<file path="src/sv/histogram_valley_threshold_top_macros.svh">
// ----------------------------------------------------------------------------
// Assertion macros for the histogram valley threshold block
// Immediate-implication and next-cycle-implication checks, reset aware.
// ----------------------------------------------------------------------------
`ifndef HISTOGRAM_VALLEY_THRESHOLD_TOP_MACROS_SVH
`define HISTOGRAM_VALLEY_THRESHOLD_TOP_MACROS_SVH

// Check that cons holds in the same cycle as ante
`define HVT_ASSERT_SAME(label, clk, rst_n, ante, cons, msg) \
  label: assert property (@(posedge clk) disable iff (!rst_n) (ante) |-> (cons)) \
    else $error(msg);

// Check that cons holds in the cycle after ante
`define HVT_ASSERT_NEXT(label, clk, rst_n, ante, cons, msg) \
  label: assert property (@(posedge clk) disable iff (!rst_n) (ante) |=> (cons)) \
    else $error(msg);

`endif

</file>
<file path="src/sv/hvt_pkg.sv">
`timescale 1ns / 1ps
`default_nettype none
// ----------------------------------------------------------------------------
// hvt_pkg
// Shared widths, types and helper functions of the histogram valley block.
// ----------------------------------------------------------------------------
package hvt_pkg;

  localparam int BINS         = 256;
  localparam int LVL_W        = 8;
  localparam int COUNT_W      = 21;
  localparam int MAX_THR      = 64;
  localparam int LIST_AW      = 6;
  localparam int TOTAL_W      = 7;
  localparam int WIN_W        = 4;
  localparam int WIN_MAX      = 8;
  localparam int WIN_MIN      = 1;
  localparam int WIN_RESET    = 4;
  localparam int SHIFT_LEN    = 2 * WIN_MAX + 1;
  localparam int TREE_N       = 2 * WIN_MAX;
  localparam int FLUSH_W      = 2;
  localparam int DIV3_MUL     = 683;
  localparam int DIV3_SHIFT   = 11;
  localparam int SUM_W        = 10;
  localparam int PROD_W       = 20;
  localparam int APB_DW       = 32;
  localparam int APB_AW       = 3;

  // Register index, taken from the word address bit of paddr
  localparam logic REG_WINDOW = 1'b0;

  typedef logic [COUNT_W-1:0] count_t;
  typedef count_t [TREE_N-1:0] count_vec_t;

  localparam count_t COUNT_MAX = '1;

  typedef enum logic [3:0] {
    ST_CLEAR,
    ST_ACCUM,
    ST_DRAIN,
    ST_SCAN,
    ST_FLUSH,
    ST_MED_RD,
    ST_MED_LD,
    ST_ITEM_RD,
    ST_ITEM_LD,
    ST_NONE
  } hvt_state_t;

  // One bin read out of the histogram during the scan
  typedef struct packed {
    logic             valid;
    logic [LVL_W-1:0] idx;
    count_t           count;
  } bin_beat_t;

  // Valley decision for one level
  typedef struct packed {
    logic             hit;
    logic [LVL_W-1:0] level;
  } hit_t;

  // floor(sum / 3) for sums below 768, by reciprocal multiply
  function automatic logic [LVL_W-1:0] div3(input logic [SUM_W-1:0] sum);
    logic [PROD_W-1:0] prod;
    prod = PROD_W'(sum) * PROD_W'(DIV3_MUL);
    return prod[DIV3_SHIFT +: LVL_W];
  endfunction

  // Minimum of TREE_N counts as a balanced four-level tree
  function automatic count_t min_tree(input count_vec_t v);
    count_t l1 [8];
    count_t l2 [4];
    count_t l3 [2];
    for (int i = 0; i < 8; i++) begin
      l1[i] = (v[2*i] < v[2*i+1]) ? v[2*i] : v[2*i+1];
    end
    for (int i = 0; i < 4; i++) begin
      l2[i] = (l1[2*i] < l1[2*i+1]) ? l1[2*i] : l1[2*i+1];
    end
    for (int i = 0; i < 2; i++) begin
      l3[i] = (l2[2*i] < l2[2*i+1]) ? l2[2*i] : l2[2*i+1];
    end
    return (l3[0] < l3[1]) ? l3[0] : l3[1];
  endfunction

endpackage
`default_nettype wire

</file>
<file path="src/sv/hvt_valley_det.sv">
`timescale 1ns / 1ps
`default_nettype none
// ----------------------------------------------------------------------------
// hvt_valley_det
// Sliding window over the scanned bins; flags a level whose count lies
// strictly below the minimum of the window bins on both sides.
// ----------------------------------------------------------------------------
module hvt_valley_det (
  input  wire logic                      clk,
  input  wire logic                      rst_n,
  input  wire logic [hvt_pkg::WIN_W-1:0] win,
  input  wire hvt_pkg::bin_beat_t        beat,
  output hvt_pkg::hit_t                  hit
);
  import hvt_pkg::*;

  count_t           sh_r [SHIFT_LEN];
  logic             sh_v_r;
  logic [LVL_W-1:0] sh_idx_r;

  count_vec_t       up_v;
  count_vec_t       dn_v;
  count_t           up_min;
  count_t           dn_min;
  count_t           center;
  logic             testable;

  logic             hit_v_r;
  logic [LVL_W-1:0] hit_lvl_r;

  // Shift the newest bin in; sh_r[0] holds bin sh_idx_r
  always_ff @(posedge clk) begin
    if (beat.valid) begin
      sh_r[0]  <= beat.count;
      sh_idx_r <= beat.idx;
      for (int i = 1; i < SHIFT_LEN; i++) begin
        sh_r[i] <= sh_r[i-1];
      end
    end
  end

  always_ff @(posedge clk) begin
    if (!rst_n) begin
      sh_v_r <= 1'b0;
    end else begin
      sh_v_r <= beat.valid;
    end
  end

  // Mask the bins above (taps below win) and below (taps win+1..2*win)
  always_comb begin
    for (int i = 0; i < TREE_N; i++) begin
      up_v[i] = (5'(i) < {1'b0, win}) ? sh_r[i] : COUNT_MAX;
      dn_v[i] = ((5'(i + 1) > {1'b0, win}) && (5'(i + 1) <= {win, 1'b0}))
                ? sh_r[i+1] : COUNT_MAX;
    end
  end

  assign up_min = min_tree(up_v);
  assign dn_min = min_tree(dn_v);

  // Pick the candidate level's own count
  always_comb begin
    center = sh_r[WIN_MIN];
    for (int i = WIN_MIN; i <= WIN_MAX; i++) begin
      if (win == WIN_W'(i)) begin
        center = sh_r[i];
      end
    end
  end

  // Level sh_idx_r - win is in range once 2*win bins have gone by
  assign testable = sh_v_r && (sh_idx_r >= LVL_W'({win, 1'b0}));

  always_ff @(posedge clk) begin
    if (!rst_n) begin
      hit_v_r <= 1'b0;
    end else begin
      hit_v_r <= testable && (up_min > center) && (dn_min > center);
    end
  end

  always_ff @(posedge clk) begin
    hit_lvl_r <= sh_idx_r - LVL_W'(win);
  end

  assign hit = '{hit: hit_v_r, level: hit_lvl_r};

endmodule
`default_nettype wire
</file>
<file path="config.mk">
export PLATFORM = sky130hd
export DESIGN_NAME = hvt_valley_det
export DESIGN_NICKNAME = d
export VERILOG_FILES = /design/src/sv/histogram_valley_threshold_top_macros.svh /design/src/sv/hvt_pkg.sv /design/src/sv/hvt_valley_det.sv
export SDC_FILE = /design/constraint.sdc
export NUM_CORES = 2
export LEC_CHECK = 0
export BUFFER_PORTS_ARGS = -buffer_cell sky130_fd_sc_hd__buf_2
export CAP_MARGIN = 20
export CELL_PAD_IN_SITES_DETAIL_PLACEMENT = 1
export CELL_PAD_IN_SITES_GLOBAL_PLACEMENT = 1
export CORE_UTILIZATION = 50
export CTS_CLUSTER_DIAMETER = 40
export DETAILED_ROUTE_END_ITERATION = 8
export PLACE_DENSITY_LB_ADDON = 0.2
export SYNTH_ARGS = -nofsm -noshare
export SYNTH_HDL_FRONTEND = slang
export SYNTH_SLANG_ARGS = --single-unit
</file>
<file path="constraint.sdc">
create_clock -name clk -period 25 [get_ports clk]
set_input_delay 2.5 -clock clk [delete_from_list [all_inputs] [get_ports clk]]
set_output_delay 2.5 -clock clk [all_outputs]
set_load 0.01 [all_outputs]
</file>
==> results.md <==
* Status: finished, final reports clean
* Pre-CTS WS at 8.27 ns
* IO Port Bufs at 44
* Slew Viols, Final at 0
* Largest net degree at the start of global routing at 149
* Clock Tree Buf Depth at 3
* Worst-Skew Late Latency at 0.63 ns
* Total Wirelength at 141000 um
* Crit path from: win[1]
* Slew of the pin with the lowest slew margin at 1.32 ns
* Pwr dens at 85.3 nW/um^2
* Synth cell types at 99
* Post-cts gate resize count at 0
* Routability cong. at 0.974
* Register area share after synthesis at 29.2%
* Compound-Gate Fraction of Synth Area at 16.1%
* Hpwl dp at 111000 um
* Vias at 34200
* Peak supply drop at 0.0000721 V
* Mapped Area at 38200 sq um
* Area Overhead vs Synth at 10.4%
* Vias in the first global route at 35100
* I/O Pins at 45
* Synth top area share at 28.7%
* HP Start: sh_r[0][12]
* Clk slew on worst S/H paths at 0.05 ns
* Post-Synth Simple-Gate Area at 17.0%
* Final Cycle Share at 66.2%
* Die height at 278 um
* Number of buffers created by CTS at 80
* Top_reg_cell synth: edfxtp_1
* Cell count after synthesis at 4418
* Total gr overflow at 0
* DRC at 0
* TritonCTS Sinks at 375
* Slew Limit Headroom at 10.7%
* Endpoint class of the critical path: flop
* Critical Path AT at 17.07 ns
* Yosys reg bits at 375
* MaxCap Viol Count at 0
* Area contributors post-synth: edfxtp_1 29%, ha_1 20%, nor2_1 7.2%
* Layout cells sized above 1 at 10.4%
* Adder-cell area share of the yosys netlist at 20.5%
* Final min period at 16.56 ns
* Antenna Nets Post-Route at 0
* Crit-path most repeated cell: a21o_1
* RSZ-0062 raised after global routing: false
* CP Launch Type: input pin
* Slowest CP cell: a2111oi_0
* Final Hold Vio Count at 0
* HP Class: flop to flop
* Wire per inst at 25.7 um
* Initial Utilization at 50.4%
* Synth Warn # at 0
* H-tree levels at 3
* Die area at 77500 sq um
* Fin nets at 5090
* Antenna violations before repair at 1
* Most instantiated cells after synthesis: 729 x nor2_1, 626 x ha_1, 472 x inv_1, 365 x edfxtp_1, 314 x a21oi_1
* Multiplexer share of the synthesized area at 10.2%
* Initial DRC Count at 2503
* Setup Crit Path Kind: input pin to flop
* RR Startpoint: sh_r[0][200]
* Crit-path max FO at 49
* TritonCTS clock tree: done
* Max Freq at 60.4 MHz
* Post-synthesis average cell area at 8.65 sq um
* First-pass GRT wire length at 212000 um
* EDFF count, synth at 365
* Root Driver: clkbuf_16
* Post-synthesis xor/xnor area fraction at 0.138%
* Number of diodes at 0
* Leak Pwr at 19.3 nW
* Gr usage total at 35.9%
* Final setup fails at 0
* Setup TNS at 0 ns
* Largest family of logic cells by synthesized area: adder cells
* Pwr Total at 3.60 mW
* Yosys top cell by area: edfxtp_1
* Setup ws final at 8.44 ns
* Site row count at 101
* # hold bufs at CTS at 0
* TritonRoute pass-1 iters at 5
* Setup bufs post-CTS at 0
* Drt via density at 6.25
* Top-count cell post-synth: nor2_1
* Clk_skew at 0.0252 ns
* Die W at 278 um
* Crit path largest cell delay at 0.85 ns
* Core region area at 75800 sq um
* Req. time, crit path at 25.52 ns
* Async S/R FF share, synth at 0%
## per-layer routing
| layer | GRT usage, % | wire length (um) | part of all wire (%) | up-vias |
|---|---|---|---|---|
| met1 | 43.0 | 56900 | 40 | 16900 |
| li1 | - | - | - | 15900 |
| met3 | 4.59 | 7180 | 5.1 | 387 |
| met4 | 26.5 | 12100 | 8.6 | 0 |
| met5 | 0 | 0 | 0 | - |
| met2 | 59.1 | 64400 | 46 | 1030 |
## layout make-up
type                            count  area [sq um]
Clock buffer                       96          2150
Multi-Input combinational cell   3393         24700
Sequential cell                   375         11200
Timing Repair Buffer              104           719
Tap cell                          978          1220
Inverter                          473          1780
Fill cell                        8892         33600
Clock inverter                     52           482
## state kept, by name, summed over array words and instances, names as in the netlist
signal,cells
hit_v_r,1
hit_lvl_r,8
sh_idx_r,8
sh_v_r,1
sh_r,357
## stage by stage
step                instances  utilization [%]  hold slack, ns  area (sq um)
floorplan                4437                -           0.418         38300
global placement         5321             52.1           0.422         39500
detailed placement       5322             52.1           0.430         39500
CTS                      5470             55.6           0.435         42200
global route             5471             55.6           0.452         42200
finish                   5471             55.6           0.442         42200
## cell usage in the layout, fill, tap and decap left out, types with 14 or more instances in the layout
master / netlist / layout
a211o_1: 20 / 20
a211oi_1: 31 / 31
a21o_1: 150 / 150
a21oi_1: 314 / 310
a221oi_1: 17 / 17
and4_1: 22 / 22
buf_2: 28 / 42
buf_4: 7 / 58
clkbuf_16: 0 / 84
conb_1: 1 / 20
edfxtp_1: 365 / 365
ha_1: 626 / 626
inv_1: 472 / 471
mux2_1: 19 / 19
mux2_2: 129 / 129
mux2i_1: 199 / 199
mux2i_2: 16 / 16
nand2_1: 200 / 200
nand2b_1: 19 / 18
nand3_1: 40 / 40
nand4_1: 94 / 94
nor2_1: 729 / 728
nor2b_1: 26 / 26
nor3_1: 120 / 116
nor4_1: 15 / 14
o211ai_1: 28 / 28
o21a_1: 62 / 62
o21ai_0: 199 / 199
or2_2: 46 / 46
or3_1: 45 / 45
## logic make-up after synthesis
group | Yosys count
compound gates | 960
xor+xnor | 6
fa+ha+maj | 627
buf+inv | 669
flops | 375
mux | 363
other cells | 1
simple gates | 1417
## final timing paths
path | to | slack [ns] | depth (start not counted)
worst max register to register | hit_v_r | 11.78 | 55
worst max-delay path | hit_v_r | 8.44 | 60
worst min register to register | sh_r[0][33] | 0.44 | 0
worst min-delay path | sh_r[0][33] | 0.44 | 0
## worst max-delay path, delay by kind of cell
kind	cells	cell delay (ns)
buffers and inverters	8	1.57
AND/OR/NAND/NOR	12	2.88
AO/OA/AOI/OAI	32	7.44
multiplexers	3	1.11
adder cells (fa/ha/maj)	5	1.44
## power by group
part | total, mW | switching, mW | internal, mW
combinational | 1.76 | 1.05 | 0.707
clock | 1.05 | 0.380 | 0.667
sequential | 0.791 | 0.0528 | 0.738
(Power assumes the default switching activity.)
